==> src/hw/rtl/hit_pkg.sv <==
// ----------------------------------------------------------------------------
// hit_pkg: shared types and constants of the homography inlier test unit
// Payload structs, register indexes and the datapath widths of all stages.
// ----------------------------------------------------------------------------
package hit_pkg;

	localparam int COORD_W  = 16;
	localparam int COEF_W   = 32;
	localparam int PAIR_W   = 64;
	localparam int CFG_IDX_W = 8;
	localparam int PROD_W   = 49;  // 32 bit signed times 17 bit signed
	localparam int SUM_W    = 51;  // three product terms
	localparam int DEN_W    = 49;  // positive w
	localparam int NUM_W    = 60;  // rounded numerator magnitude
	localparam int Q_W      = 18;  // quotient bits kept before saturation
	localparam int CMP_W    = DEN_W + Q_W;
	localparam int DIV_LAT  = Q_W + 1;
	localparam int DIST_W   = 32;

	localparam logic [COEF_W-1:0] RST_COEF_ONE = 32'd16777216;
	localparam logic [COORD_W-1:0] RST_TOL     = 16'd48;
	localparam logic [DIST_W-1:0] DIST_MAX     = 32'hFFFF_FFFF;

	typedef enum logic [CFG_IDX_W-1:0] {
		REG_COEF_XX    = 8'd0,
		REG_COEF_XY    = 8'd1,
		REG_COEF_XT    = 8'd2,
		REG_COEF_YX    = 8'd3,
		REG_COEF_YY    = 8'd4,
		REG_COEF_YT    = 8'd5,
		REG_PERSP_PAIR = 8'd6,
		REG_TOLERANCE  = 8'd7
	} reg_idx_t;

	typedef struct packed {
		logic [COORD_W-1:0] src_x;
		logic [COORD_W-1:0] src_y;
		logic [COORD_W-1:0] dst_x;
		logic [COORD_W-1:0] dst_y;
		logic               last_point;
	} point_t;

	typedef struct packed {
		logic              inlier;
		logic              degenerate;
		logic [DIST_W-1:0] dist_sq;
		logic              last_out;
	} result_t;

	// Per-item data that rides alongside the dividers.
	typedef struct packed {
		logic [COORD_W-1:0] dst_x;
		logic [COORD_W-1:0] dst_y;
		logic               last;
		logic               degen;
		logic               neg_x;
		logic               neg_y;
	} side_t;

	typedef struct packed {
		logic signed [COEF_W-1:0] xx;
		logic signed [COEF_W-1:0] xy;
		logic signed [COEF_W-1:0] xt;
		logic signed [COEF_W-1:0] yx;
		logic signed [COEF_W-1:0] yy;
		logic signed [COEF_W-1:0] yt;
		logic signed [COEF_W-1:0] gx;
		logic signed [COEF_W-1:0] hy;
	} coef_t;

endpackage

==> src/hw/rtl/hit_dist.sv <==
// ----------------------------------------------------------------------------
// hit_dist: distance and inlier decision back end
// Differences, squares, then the saturated sum and the tolerance compare.
// ----------------------------------------------------------------------------
module hit_dist (
	input  logic                        clk,
	input  logic                        arst_n,
	input  logic                        en,
	input  logic                        valid,
	input  logic [hit_pkg::Q_W-1:0]     quo_x,
	input  logic [hit_pkg::Q_W-1:0]     quo_y,
	input  logic                        ovf_x,
	input  logic                        ovf_y,
	input  hit_pkg::side_t              side,
	input  logic [hit_pkg::COORD_W-1:0] tolerance,
	output logic                        valid_s3,
	output hit_pkg::result_t            result_s3
);
	import hit_pkg::*;

	localparam int D_W = Q_W + 2;

	logic signed [D_W-1:0]  px, py, dx, dy;
	logic [D_W-1:0]         adx, ady;
	logic                   valid_s1, valid_s2;
	logic [COORD_W-1:0]     adx_s1, ady_s1;
	logic                   sat_s1, sat_s2, degen_s1, degen_s2, last_s1, last_s2;
	logic [DIST_W-1:0]      sq_x_s2, sq_y_s2, tol_sq_s2;
	logic [DIST_W:0]        sum;
	logic [DIST_W-1:0]      dist_val;
	logic                   sat_any;

	assign px  = side.neg_x ? -$signed({2'b0, quo_x}) : $signed({2'b0, quo_x});
	assign py  = side.neg_y ? -$signed({2'b0, quo_y}) : $signed({2'b0, quo_y});
	assign dx  = px - $signed({{(D_W-COORD_W){1'b0}}, side.dst_x});
	assign dy  = py - $signed({{(D_W-COORD_W){1'b0}}, side.dst_y});
	assign adx = dx[D_W-1] ? D_W'(-dx) : D_W'(dx);
	assign ady = dy[D_W-1] ? D_W'(-dy) : D_W'(dy);

	assign sum      = {1'b0, sq_x_s2} + {1'b0, sq_y_s2};
	assign sat_any  = sat_s2 || degen_s2 || sum[DIST_W];
	assign dist_val = sat_any ? DIST_MAX : sum[DIST_W-1:0];

	always_ff @(posedge clk or negedge arst_n) begin
		if (!arst_n) begin
			valid_s1 <= 1'b0;
			valid_s2 <= 1'b0;
			valid_s3 <= 1'b0;
		end else if (en) begin
			valid_s1 <= valid;
			valid_s2 <= valid_s1;
			valid_s3 <= valid_s2;
		end
	end

	always_ff @(posedge clk) begin
		if (en) begin
			adx_s1   <= adx[COORD_W-1:0];
			ady_s1   <= ady[COORD_W-1:0];
			sat_s1   <= ovf_x || ovf_y || (adx[D_W-1:COORD_W] != '0)
			            || (ady[D_W-1:COORD_W] != '0);
			degen_s1 <= side.degen;
			last_s1  <= side.last;

			sq_x_s2   <= adx_s1 * adx_s1;
			sq_y_s2   <= ady_s1 * ady_s1;
			tol_sq_s2 <= tolerance * tolerance;
			sat_s2    <= sat_s1;
			degen_s2  <= degen_s1;
			last_s2   <= last_s1;

			result_s3.dist_sq    <= dist_val;
			result_s3.inlier     <= !sat_any && (dist_val <= tol_sq_s2);
			result_s3.degenerate <= degen_s2;
			result_s3.last_out   <= last_s2;
		end
	end

endmodule
==> config.mk <==
export PLATFORM = sky130hd
export DESIGN_NAME = hit_dist
export DESIGN_NICKNAME = d
export VERILOG_FILES = /design/src/hw/rtl/hit_pkg.sv /design/src/hw/rtl/hit_dist.sv
export SDC_FILE = /design/constraint.sdc
export NUM_CORES = 2
export LEC_CHECK = 0
export BUFFER_PORTS_ARGS = -buffer_cell sky130_fd_sc_hd__buf_2
export CORE_ASPECT_RATIO = 0.9
export CORE_MARGIN = 5
export CORE_UTILIZATION = 53
export DETAILED_ROUTE_END_ITERATION = 10
export HOLD_SLACK_MARGIN = 0.15
export PLACE_DENSITY = 0.83
export SYNTH_ARGS = -nofsm -noshare
export SYNTH_HDL_FRONTEND = slang
export SYNTH_SLANG_ARGS = --single-unit
==> constraint.sdc <==
create_clock -name clk -period 7.2 [get_ports clk]
set_clock_uncertainty 0.1 [all_clocks]
set_input_delay 1.44 -clock clk [delete_from_list [all_inputs] [get_ports clk]]
set_output_delay 1.44 -clock clk [all_outputs]
set_load 0.05 [all_outputs]
# ---- Word-level counts from Yosys, hierarchy flattened
# Index checks and enable logic that the tools add are counted.
# Widths: inputs -> output; s select.
dict set report word_totals {
  ff_bits 172
  in_bits 94
  output_inout_bits 36
  wordCells 43
}
dict set report op_classes {
  addsub 7
  n_mul 3
  n_lt_le_gt_ge 1
  mux 5
  n_reduce_logical 9
}
# cell count
set ops {}
lappend ops {{$mul 16x16->32} 3}
lappend ops {{$mux 20} 4}
lappend ops {{$neg 18->20} 2}
lappend ops {{$neg 20->20} 2}
lappend ops {{$sub 20x17->20} 2}
lappend ops {{$add 32x32->33} 1}
lappend ops {{$le 32x32->1} 1}
lappend ops {{$mux 32} 1}
lappend ops {{$reduce_bool 4->1} 2}
lappend ops {{$logic_or 1x1->1} 5}
lappend ops {{$logic_and 1x1->1} 1}
lappend ops {{$logic_not 1->1} 1}

# ---- Longest topological paths before layout
dict set report depth {
  word_depth 8
  ltp_mapped 28
  depth_no_buf 26
}

# ---- Worst setup path before layout
# Ideal clock, no wire load.
dict set report synth_path {
  path_kind {input port to flip-flop}
  from {in tolerance[1] (netlist bit)}
  to {reg tol_sq_s2[30] (data pin)}
  setup_time_ns 0.258
  t_arrival_ns 7.243
  required_ns 6.842
  setup_slack_ns -0.400
  cell_stages 23
  path_buffers 2
  cell_sequence {clkbuf_1 -> clkbuf_1 -> nand2_1 -> fa_1 -> inv_1 -> fa_1 -> inv_1 -> fa_1 -> fa_1 -> fa_1 -> fa_1 -> inv_1 -> ha_1 -> a21o_1 -> a21oi_1 -> o21a_1 -> o22ai_1 -> o211ai_1 -> o21ai_0 -> o41ai_1 -> o2111ai_1 -> a21oi_1 -> xnor2_1}
}
dict set report synth_via {
  elab_chain_len 1
}
# item line
set synth_rtl {}
lappend synth_rtl {{start, declared} hit_dist.sv:15} ;# input logic [hit_pkg::COORD_W-1:0] tolerance,
lappend synth_rtl {{$mul 16x16->32} hit_dist.sv:67} ;# tol_sq_s2 <= tolerance * tolerance;
lappend synth_rtl {{end signal, assigned} hit_dist.sv:67}
lappend synth_rtl {{end, declared} hit_dist.sv:28} ;# logic [DIST_W-1:0] sq_x_s2, sq_y_s2, tol_sq_s2;
# Every way passes these cells.
# A chain may end at the register's enable or synchronous reset.

# ---- Final worst setup path
dict set report layout_path {
  from {in tolerance[5] (netlist bit)}
  to {reg tol_sq_s2[31] (data pin)}
}
# Same word-level chain as after synthesis.

==> metrics.txt <==
Crit path arrival time approximately 7.2 ns; RSZ-0062 raised after global routing yes; antenna fix cells 0; initial drt markers ~1,400; Num CTS Buffers 17; gr usage total 0.220; vias in the first global route approximately 25,000; WHS Path Cells 0; Max Root-Sink Buffers 2; final WL 70,800 µm; most frequent cells in the layout 854 x inv_1, 486 x fa_1, 395 x ha_1; clock sinks 169; crit path kind input port to flip-flop; num ports 130; final worst slack around 0.10 ns; detailed-route vias per instance 5.31; DIE AREA about 65,000 µm²; status completed; # port buffers around 130; Die W ~270 µm; Final ANT Viol Nets 0; max cap viols 0; Initial Utilization 0.534; Area after DPL about 34,000 µm²; Final nets around 4,600; area grow syn2layout 10.6%; worst hold start last_s1; die height 243 µm; detailed placement HPWL between 50,000 and 60,000 µm; Yosys warnings 0; first-pass GRT wire length between 100,000 and 150,000 µm; Slew @ Worst Pin about 0.92 ns; #FFs+latches synth approximately 170; RD Place Congestion around 0.90; initial antenna violation count 4; reg-to-reg critical path endpoint sq_y_s2[28]; via count 23,703; final hold vios 0; DRT Pass-1 Iters 5; most common cell after layout, fill and taps aside inv_1; FMAX around 140 MHz; minimum clock period 7.10 ns; Setup Viol. Count Final 0; Synth async-reset ratio 0.0178; reg2reg setup slack around 0.30 ns; CTS tree yes; pre-CTS setup slack -0.415 ns; number of fill cells in the layout slightly below 5,000; GRT Residual Overflow 0; synth unique cells around 90; Worst-path clk slew ~0.080 ns; worst r2r src ady_s1[10]; Seq/Total Area, Yosys 0.158; critical path capture point type flip-flop; Slew Limit Fails 0; WHS 0.326 ns; sequential cell area between 5000 and 6000 µm²; H-Tree Depth 4; pin count of the biggest net entering global routing 101; # rows between 80 and 90; worst hold endpoint last_s2; Cells after Synth 3,422; Core Area 59,800 µm²; drt wl/cell ~16 µm; post-route cell area about 35,000 µm²; Mapped Area approximately 32,000 µm²; Worst Path Required about 7.3 ns; layout cell share with drive strength beyond 1 0.108; Clock Latency Late Sink ~0.46 ns; area of the multi-input gates around 24,000 µm²; HP Class flip-flop to flip-flop; post-route DRC violation count 0; Primary FF master, synth edfxtp_1; CTS root buf clkbuf_16; crit share post-route 0.985; number of synthesized flops with an enable pin between 150 and 200; CTS Hold Bufs 0; Syn Nets between 4,000 and 5,000; CP max FO 7; worst reg2reg path depth 25; Worst setup SP type input port; slew margin rel. 0.386; Mapped Avg Cell Area just over 9 µm²
## logic make-up (layout without fill, tap and decap cells)
| group | after synthesis | count (layout) | synth area share |
|---|---|---|---|
| adders and majority gates | 890 | 890 | 0.463 |
| DFF | 169 | 169 | 0.158 |
| buffers and inverters | 923 | 1178 | 0.109 |
| and+or+nand+nor | 807 | 807 | 0.122 |
| xor gates and xnor gates | 215 | 215 | 0.0590 |
| muxes | 8 | 8 | 0.00278 |
| AOI/OAI and AO/OA | 410 | 410 | 0.0854 |
## repair_timing
action                     4_1_cts  5_1_grt
setup endpoints to repair        0       14
buffers inserted                 0       18
gates resized for setup          0       23
## sequential cells by signal, indices dropped and copies added (netlist names), 16 cells and up
| signal | cells |
|---|---|
| adx_s1 | 16 |
| sq_y_s2 | 31 |
| result_s3 | 35 |
| sq_x_s2 | 31 |
| tol_sq_s2 | 31 |
| ady_s1 | 16 |
## layout make-up
class	instances	area share
clock buffers	17	0.0120
clock inverters	15	0.00552
inverters	855	0.0908
multi-input cells	2330	0.667
flip-flops and latches	169	0.143
well taps	783	0.0277
repair buffers	291	0.0539
## critical path: stages
cell and delay, ns:
buf_2 0.14, buf_4 0.17, nand2_2 0.09, inv_1 0.06, fa_1 0.50, inv_1 0.06
fa_1 0.53, inv_1 0.06, fa_2 0.55, fa_2 0.43, fa_1 0.49, inv_1 0.05
fa_1 0.48, inv_1 0.06, ha_4 0.28, and4_4 0.22, o2111ai_1 0.11, a31o_2 0.25
a31o_2 0.22, o2111ai_2 0.21, and4_4 0.28, o21a_1 0.14, o21ai_1 0.07, nand2b_1 0.09
a21oi_1 0.08, xnor2_1 0.13
## routing by layer
metal,up-vias,part of all wire,track usage
li1,11269,-,-
met1,11568,0.42,0.303
met2,754,0.49,0.371
met3,110,0.069,0.0373
met4,2,0.019,0.0463
met5,-,0.00018,0
## cells in the mapped netlist, drive strengths merged (20+ instances only)
| cell type | n | area share |
|---|---|---|
| edfxtp | 166 | 0.16 |
| and2 | 115 | 0.023 |
| nor2b | 34 | 0.0067 |
| a21oi | 111 | 0.018 |
| nor3 | 28 | 0.0044 |
| o21ai | 87 | 0.014 |
| or3 | 20 | 0.0039 |
| o21a | 29 | 0.0068 |
| nor2 | 151 | 0.018 |
| fa | 488 | 0.31 |
| a21o | 44 | 0.010 |
| o31ai | 26 | 0.0064 |
| clkbuf | 63 | 0.0074 |
| inv | 855 | 0.10 |
| xnor2 | 160 | 0.044 |
| ha | 402 | 0.16 |
| nand2 | 311 | 0.037 |
| nand3 | 34 | 0.0053 |
| xor2 | 55 | 0.015 |
| nand2b | 35 | 0.0069 |
## stage by stage
stage	instances	utilization	setup TNS, ns
after global routing	4460	0.591	-0.138
after floorplan	3422	-	0
after detailed placement	4410	0.577	-1.37
final	4460	0.591	0
after global placement	4410	0.577	-0.675
after CTS	4442	0.588	0
## how the worst max path moves through the flow
stage	start	end	slack, ns	cells after the start
floorplan	tolerance[1]	tol_sq_s2[28]	0.002	23
global placement	tolerance[6]	tol_sq_s2[28]	-0.21	22
detailed placement	tolerance[5]	tol_sq_s2[31]	-0.42	26
CTS	tolerance[5]	tol_sq_s2[31]	0.05	26
global route	tolerance[2]	tol_sq_s2[31]	-0.14	25
finish	tolerance[5]	tol_sq_s2[31]	0.10	26
Power is not shown: default switching activity piles up to over one toggle a cycle in this logic, so the estimate is an artifact.
