## src/hw/rtl/hit_pkg.sv

```systemverilog
// ----------------------------------------------------------------------------
// hit_pkg: shared types and constants of the homography inlier test unit
// Payload structs, register indexes and the datapath widths of all stages.
// ----------------------------------------------------------------------------
package hit_pkg;

	localparam int COORD_W  = 16;
	localparam int COEF_W   = 32;
	localparam int PAIR_W   = 64;
	localparam int CFG_IDX_W = 8;
	localparam int PROD_W   = 49;  // 32 bit signed times 17 bit signed
	localparam int SUM_W    = 51;  // three product terms
	localparam int DEN_W    = 49;  // positive w
	localparam int NUM_W    = 60;  // rounded numerator magnitude
	localparam int Q_W      = 18;  // quotient bits kept before saturation
	localparam int CMP_W    = DEN_W + Q_W;
	localparam int DIV_LAT  = Q_W + 1;
	localparam int DIST_W   = 32;

	localparam logic [COEF_W-1:0] RST_COEF_ONE = 32'd16777216;
	localparam logic [COORD_W-1:0] RST_TOL     = 16'd48;
	localparam logic [DIST_W-1:0] DIST_MAX     = 32'hFFFF_FFFF;

	typedef enum logic [CFG_IDX_W-1:0] {
		REG_COEF_XX    = 8'd0,
		REG_COEF_XY    = 8'd1,
		REG_COEF_XT    = 8'd2,
		REG_COEF_YX    = 8'd3,
		REG_COEF_YY    = 8'd4,
		REG_COEF_YT    = 8'd5,
		REG_PERSP_PAIR = 8'd6,
		REG_TOLERANCE  = 8'd7
	} reg_idx_t;

	typedef struct packed {
		logic [COORD_W-1:0] src_x;
		logic [COORD_W-1:0] src_y;
		logic [COORD_W-1:0] dst_x;
		logic [COORD_W-1:0] dst_y;
		logic               last_point;
	} point_t;

	typedef struct packed {
		logic              inlier;
		logic              degenerate;
		logic [DIST_W-1:0] dist_sq;
		logic              last_out;
	} result_t;

	// Per-item data that rides alongside the dividers.
	typedef struct packed {
		logic [COORD_W-1:0] dst_x;
		logic [COORD_W-1:0] dst_y;
		logic               last;
		logic               degen;
		logic               neg_x;
		logic               neg_y;
	} side_t;

	typedef struct packed {
		logic signed [COEF_W-1:0] xx;
		logic signed [COEF_W-1:0] xy;
		logic signed [COEF_W-1:0] xt;
		logic signed [COEF_W-1:0] yx;
		logic signed [COEF_W-1:0] yy;
		logic signed [COEF_W-1:0] yt;
		logic signed [COEF_W-1:0] gx;
		logic signed [COEF_W-1:0] hy;
	} coef_t;

endpackage

```

## src/hw/rtl/hit_div.sv

```systemverilog
// ----------------------------------------------------------------------------
// hit_div: pipelined restoring divider
// One range check stage, then one quotient bit per stage, most significant first.
// ----------------------------------------------------------------------------
module hit_div (
	input  logic                       clk,
	input  logic                       en,
	input  logic [hit_pkg::NUM_W-1:0]  num,
	input  logic [hit_pkg::DEN_W-1:0]  den,
	output logic [hit_pkg::Q_W-1:0]    quo,
	output logic                       ovf
);
	import hit_pkg::*;

	logic [NUM_W-1:0] rem_s [0:Q_W];
	logic [DEN_W-1:0] den_s [0:Q_W];
	logic [Q_W-1:0]   quo_s [0:Q_W];
	logic             ovf_s [0:Q_W];

	// A quotient that needs more than Q_W bits is flagged and saturates later.
	always_ff @(posedge clk) begin
		if (en) begin
			rem_s[0] <= num;
			den_s[0] <= den;
			quo_s[0] <= '0;
			ovf_s[0] <= {{(CMP_W-NUM_W){1'b0}}, num} >= {den, {Q_W{1'b0}}};
		end
	end

	for (genvar i = 0; i < Q_W; i++) begin : g_step
		localparam int K = Q_W - 1 - i;
		logic [CMP_W-1:0] shifted;
		logic             take;

		assign shifted = {{Q_W{1'b0}}, den_s[i]} << K;
		assign take    = {{(CMP_W-NUM_W){1'b0}}, rem_s[i]} >= shifted;

		always_ff @(posedge clk) begin
			if (en) begin
				rem_s[i+1] <= take ? NUM_W'({{(CMP_W-NUM_W){1'b0}}, rem_s[i]} - shifted)
				                   : rem_s[i];
				quo_s[i+1] <= quo_s[i] | (take ? (Q_W'(1) << K) : '0);
				den_s[i+1] <= den_s[i];
				ovf_s[i+1] <= ovf_s[i];
			end
		end
	end

	assign quo = quo_s[Q_W];
	assign ovf = ovf_s[Q_W];

endmodule

```

## config.mk

```make
export PLATFORM = sky130hd
export DESIGN_NAME = hit_div
export DESIGN_NICKNAME = d
export VERILOG_FILES = /design/src/hw/rtl/hit_pkg.sv /design/src/hw/rtl/hit_div.sv
export SDC_FILE = /design/constraint.sdc
export NUM_CORES = 2
export LEC_CHECK = 0
export BUFFER_PORTS_ARGS = -buffer_cell sky130_fd_sc_hd__buf_4
export CORE_MARGIN = 2
export CORE_UTILIZATION = 55
export CTS_BUF_LIST = sky130_fd_sc_hd__clkbuf_8 sky130_fd_sc_hd__clkbuf_16
export CTS_CLUSTER_DIAMETER = 100
export DETAILED_ROUTE_END_ITERATION = 10
export PLACE_DENSITY = 0.71
export SLEW_MARGIN = 20
export SYNTH_ARGS = -nofsm -noshare
export SYNTH_HDL_FRONTEND = slang
export SYNTH_SLANG_ARGS = --single-unit
```

## constraint.sdc

```tcl
create_clock -name clk -period 4.4 [get_ports clk]
set_clock_uncertainty 0.1 [all_clocks]
set_input_delay 0.66 -clock clk [delete_from_list [all_inputs] [get_ports clk]]
set_output_delay 0.66 -clock clk [all_outputs]
set_load 0.01 [all_outputs]
```

# After elaboration in Yosys (flattened, before gate mapping)
# Memories as Yosys holds them, arrays and structs flattened.
# Index checks and enable logic that the tools add are counted.
[classes]
add_sub_neg = 18
magnitude_cmp = 19
n_mux = 38
bitwise_logic = 18
[op_table]
columns = ["op", "count"]
rows = [
  ["$mux W60", 18],
  ["$sub A60 B60 Y60", 7],
  ["$ge A60 B67 Y1", 1],
  ["$ge A60 B66 Y1", 1],
  ["$ge A60 B65 Y1", 1],
  ["$ge A60 B64 Y1", 1],
  ["$ge A60 B63 Y1", 1],
  ["$ge A60 B62 Y1", 1],
  ["$ge A60 B61 Y1", 1],
  ["$ge A60 B49 Y1", 1],
  ["$ge A60 B50 Y1", 1],
  ["$ge A60 B51 Y1", 1],
  ["$ge A60 B52 Y1", 1],
  ["$ge A60 B53 Y1", 1],
  ["$ge A60 B54 Y1", 1],
  ["$ge A60 B55 Y1", 1],
  ["$ge A60 B56 Y1", 1],
  ["$ge A60 B57 Y1", 1],
  ["$ge A60 B58 Y1", 1],
  ["$ge A60 B59 Y1", 1],
  ["$ge A60 B60 Y1", 1],
  ["$sub A60 B49 Y60", 1],
  ["$sub A60 B50 Y60", 1],
  ["$sub A60 B51 Y60", 1],
  ["44 further kinds", 46],
]
[totals]
reg_bits = 0
ram_bits = 2432
in_bits = 111
out_inout_bits = 19
wordCells = 97
mem_count = 4
[mem_list]
columns = ["name", "words", "width", "read_ports", "rd_ports_with_merged_regs", "wr", "line", "rtl"]
rows = [
  ["rem_s", 19, 60, 18, 0, 19, "hit_div.sv:15", "logic [NUM_W-1:0] rem_s [0:Q_W];"],
  ["den_s", 19, 49, 18, 0, 19, "hit_div.sv:16", "logic [DEN_W-1:0] den_s [0:Q_W];"],
  ["quo_s", 19, 18, 19, 0, 19, "hit_div.sv:17", "logic [Q_W-1:0] quo_s [0:Q_W];"],
  ["ovf_s", 19, 1, 19, 0, 19, "hit_div.sv:18", "logic ovf_s [0:Q_W];"],
]

# Longest topological paths before layout
# An unclocked memory read counts as a cell.
[logic_depth]
ltp_word = 4
ltp_mapped = 19
depth_no_buf = 16

# Least setup slack after synthesis
# No wires, ideal clock.
[synth_timing]
path_type = "reg2reg"
startpoint = "memory rem_s[0][17]"
endpoint = "memory rem_s[1][57], data pin"
setup_time_ns = 0.260
t_arrival_ns = 3.626
required_time_ns = 4.040
path_slack_ns = 0.414
path_stages_with_launch = 17
n_path_buf = 0
period_less_slack_ns = 3.986
path_cell_list = "edfxtp_1 -> inv_1 -> ha_1 -> inv_1 -> fa_1 -> a21o_1 -> a221o_1 -> o31a_1 -> a211oi_1 -> nor4_1 -> a41o_1 -> a21o_1 -> and3_1 -> a221oi_2 -> o21ai_0 -> xor2_1 -> mux2_4"
[synth_lines]
columns = ["element", "line"]
rows = [
  ["start: declaration", "hit_div.sv:15"],
]

==> flow_metrics.py <==
metrics = {
    "critical_path": {
        "regToRegSetupSlack_ns": -0.03,
        "worstSetupEndpointType": "flip-flop",
        "crit_slowest_cell": "a221o_1",
        "reg2reg_to": "rem_s[1][32]",
        "critical_path.most_common_cell": "a221o_1",
        "critPathBufInv": 3,
        "cp_data_required_time_ns": 4.97,
        "crit_chain": "inv_2, ha_4, nor2b_4, o31a_1, o21ai_2, nand2b_1, a221o_1, a21boi_4, o31ai_4, a221o_1, o311a_1, nor2_4, a31oi_4, clkbuf_16, buf_4, mux2_4",
        "worstReg2RegStart": "den_s[0][1]",
        "startpoint_type": "flip-flop",
        "crit_type": "reg2reg",
        "rr_worst_depth": 16,
        "critical_path.top_delay_family": "compound AO/OA/AOI/OAI gates",
        "max_stage_delay_ns": 0.44,
        "critical_path_arrival_ns": 5.00,
        "worstPathMaxFanout": 5,
    },
    "grt": {
        "grt_start_max_net_pins": 120,
        "groute.usage.overall": 0.2733,
        "antenna_found_initial": 4,
        "overflow": 0,
        "grt_pass1_vias": 94650,
        "grt_pass1_wl_mm": 497.6,
    },
    "timing": {
        "post-route-period-util": 1.006,
        "fmax_mhz": 225.9,
        "slew_headroom": 0.3740,
        "hold_viol_final": 0,
        "worst_slack_ns": -0.02609,
        "setup_viol": 25,
        "finalSetupTns_ns": -0.3895,
        "slew_violations": 0,
        "tightest_slew_ns": 0.9389,
        "rsz0062_at_grt": "true",
        "period_needed_ns": 4.426,
    },
    "clock_network": {
        "cts_tree": "built",
        "clk_pin_slew_ns": 0.06,
        "cts-root-buf": "clkbuf_16",
        "htree_levels": 4,
        "cts.sinks": 2152,
        "max-clock-path-buffers": 3,
        "clkLatencyLatePin_ns": 0.94,
        "numCtsBuffers": 231,
    },
    "outcome": {
        "violations": "setup timing",
        "status": "complete, but fails checks",
    },
    "synthesis": {
        "yosys.area.top_type": "edfxtp_1",
        "syn_nets": 12680,
        "netlist_area_sq_um": 125000,
        "ys.flop_type": "edfxtp_1",
        "yosysSeqAreaShare": 0.5169,
        "ys_async_sr_fraction": 0,
        "syn_inst": 11650,
        "ys_types": 93,
        "syn_area_per_cell_sq_um": 10.73,
        "synth_edf_count": 2152,
        "yosysWarnings": 0,
        "ys_seq_elements": 2152,
        "yosysTopAreaCellShare": 0.5169,
        "synth.area.top_cells": "edfxtp_1, ha_1, a21oi_1, inv_1, xnor2_1",
    },
    "final_layout": {
        "final_layout_size_suffix_gt1_frac": 0.1313,
        "area_growth_pct": 15.42,
        "layout.cells.most_common_list": "edfxtp_1, a21oi_1, inv_1",
        "design_area_sq_um": 144300,
        "fin_nets": 13510,
        "final_common_cell": "edfxtp_1",
    },
    "hold_path": {
        "min_from": "en",
        "min_path_type": "in2reg",
        "holdPathEnd": "ovf_s[1]",
        "hold_path_depth": 1,
    },
    "drt": {
        "vias": 91250,
        "ant_nets": 0,
        "drtIter0Drc": 6047,
        "drc_errors": 0,
        "drt_first_pass_iters": 6,
        "vias_per_cell": 5.815,
        "wl_per_cell_um": 20.55,
        "drt_wl_total_mm": 322.5,
    },
    "floorplan": {
        "ios": 130,
        "fp.dieH_um": 480.7,
        "floorplan.initialDensity": 0.5516,
        "core-area_sq_um": 226600,
        "die_area_sq_um": 231100,
        "die_x_um": 480.7,
        "row_count": 175,
    },
    "pwr": {
        "peakVddDrop_mv": 0.5199,
        "power.leakage_nw": 60.19,
        "p_per_area_nw_per_um2": 589.0,
    },
    "placed_design": {
        "place_congestion": 1.018,
        "hpwlAfterDp_mm": 246.7,
        "postPlaceCellArea_sq_um": 134300,
        "place.port_buffers": 129,
    },
    "run": {
        "maxCapViolations": 0,
    },
}
layout make-up:
| cell class | count | area [sq um] |
|---|---|---|
| inverters | 1126 | 4227 |
| well taps | 3009 | 3765 |
| diodes | 13 | 32.53 |
| clock buffers | 231 | 5781 |
| flip-flops and latches | 2152 | 64620 |
| multi-input cells | 7951 | 55280 |
| fillers | 17390 | 82340 |
| clock inverters | 197 | 2042 |
| repair buffers | 1012 | 8533 |
cell usage after synthesis (all sizes together) (23+ instances only):
cell type / n
buf: 64
nor4: 79
inv: 1125
and3: 57
o21ai: 710
a21oi: 1233
mux2: 226
a211oi: 69
o21bai: 139
a41oi: 24
nand3: 182
or3: 46
or2: 23
nand2b: 109
o31a: 30
nor2: 808
o31ai: 57
a21o: 507
ha: 903
a31oi: 96
nor3: 119
nand4: 246
xor2: 341
edfxtp: 2152
and2: 45
nor2b: 117
o211ai: 54
clkbuf: 354
a21boi: 26
a221oi: 29
o21a: 106
xnor2: 448
nand2: 772
worst register-to-register path, delay by kind of cell (launching register included):
| family | cells | cell delay (ns) |
|---|---|---|
| and+or+nand+nor | 3 | 0.38 |
| buffers and inverters | 3 | 0.54 |
| AOI/OAI and AO/OA | 8 | 2.22 |
| adders and majority gates | 1 | 0.23 |
| muxes | 1 | 0.29 |
| DFF | 1 | 0.42 |
stage by stage:
step                instances  utilization  total power [mW]  hold WS [ns]  worst slack, ns
finish                  15690       0.6366             84.98        0.1719         -0.02609
CTS                     15650       0.6326             84.35        0.1722         0.002839
global route            15690       0.6366             89.89        0.2088         -0.07992
floorplan               11650            -             53.18        0.3003           0.4139
global placement        15110       0.5927             63.60        0.3002          -0.7155
detailed placement      15110       0.5927             64.26        0.3045          -0.7396
worst max-delay path by stage:
stage	startpoint	to	slack, ns	cells after the start
after detailed placement	rem_s[14][13]	rem_s[15][57]	-0.74	16
after global placement	rem_s[14][13]	rem_s[15][57]	-0.72	16
after global routing	den_s[0][1]	rem_s[1][53]	-0.08	16
final	den_s[0][1]	rem_s[1][32]	-0.03	16
after floorplan	rem_s[0][17]	rem_s[1][57]	0.41	16
after CTS	den_s[9][0]	rem_s[10][56]	0.003	16
what timing repair did:
item,4_1_cts,5_1_grt
pin swaps,14,58
cloned,0,4
hold buffers,109,0
resized for setup,33,129
hold endpoints to repair,109,0
buffers inserted,2,24
endpoints found under the setup margin,186,510
routing by layer:
metal | global-route usage | share of wire
met1 | 0.2578 | 0.34
met5 | 0 | 0
met4 | 0.1977 | 0.083
met2 | 0.5400 | 0.55
met3 | 0.02704 | 0.031
kinds of logic after synthesis:
| kind of cell | count (synthesis) | synth area share |
|---|---|---|
| buffers and inverters | 1544 | 0.04699 |
| xor gates and xnor gates | 789 | 0.05528 |
| AOI/OAI and AO/OA | 3295 | 0.1623 |
| and+or+nand+nor | 2707 | 0.1028 |
| muxes | 240 | 0.02259 |
| DFF | 2152 | 0.5169 |
| adders and majority gates | 920 | 0.09310 |
power breakdown:
part,leakage (nW),switching [mW],total (mW),internal [mW]
combinational,35.3,19.9,35.1,15.2
sequential,21.0,2.21,30.2,28.0
clock,3.92,8.31,19.7,11.4
sequential cells by signal, summed over array words and instances (netlist names):
name   count
ovf_s     19
rem_s   1080
den_s    882
quo_s    171
Note: power is estimated with default switching activity, not from simulation.
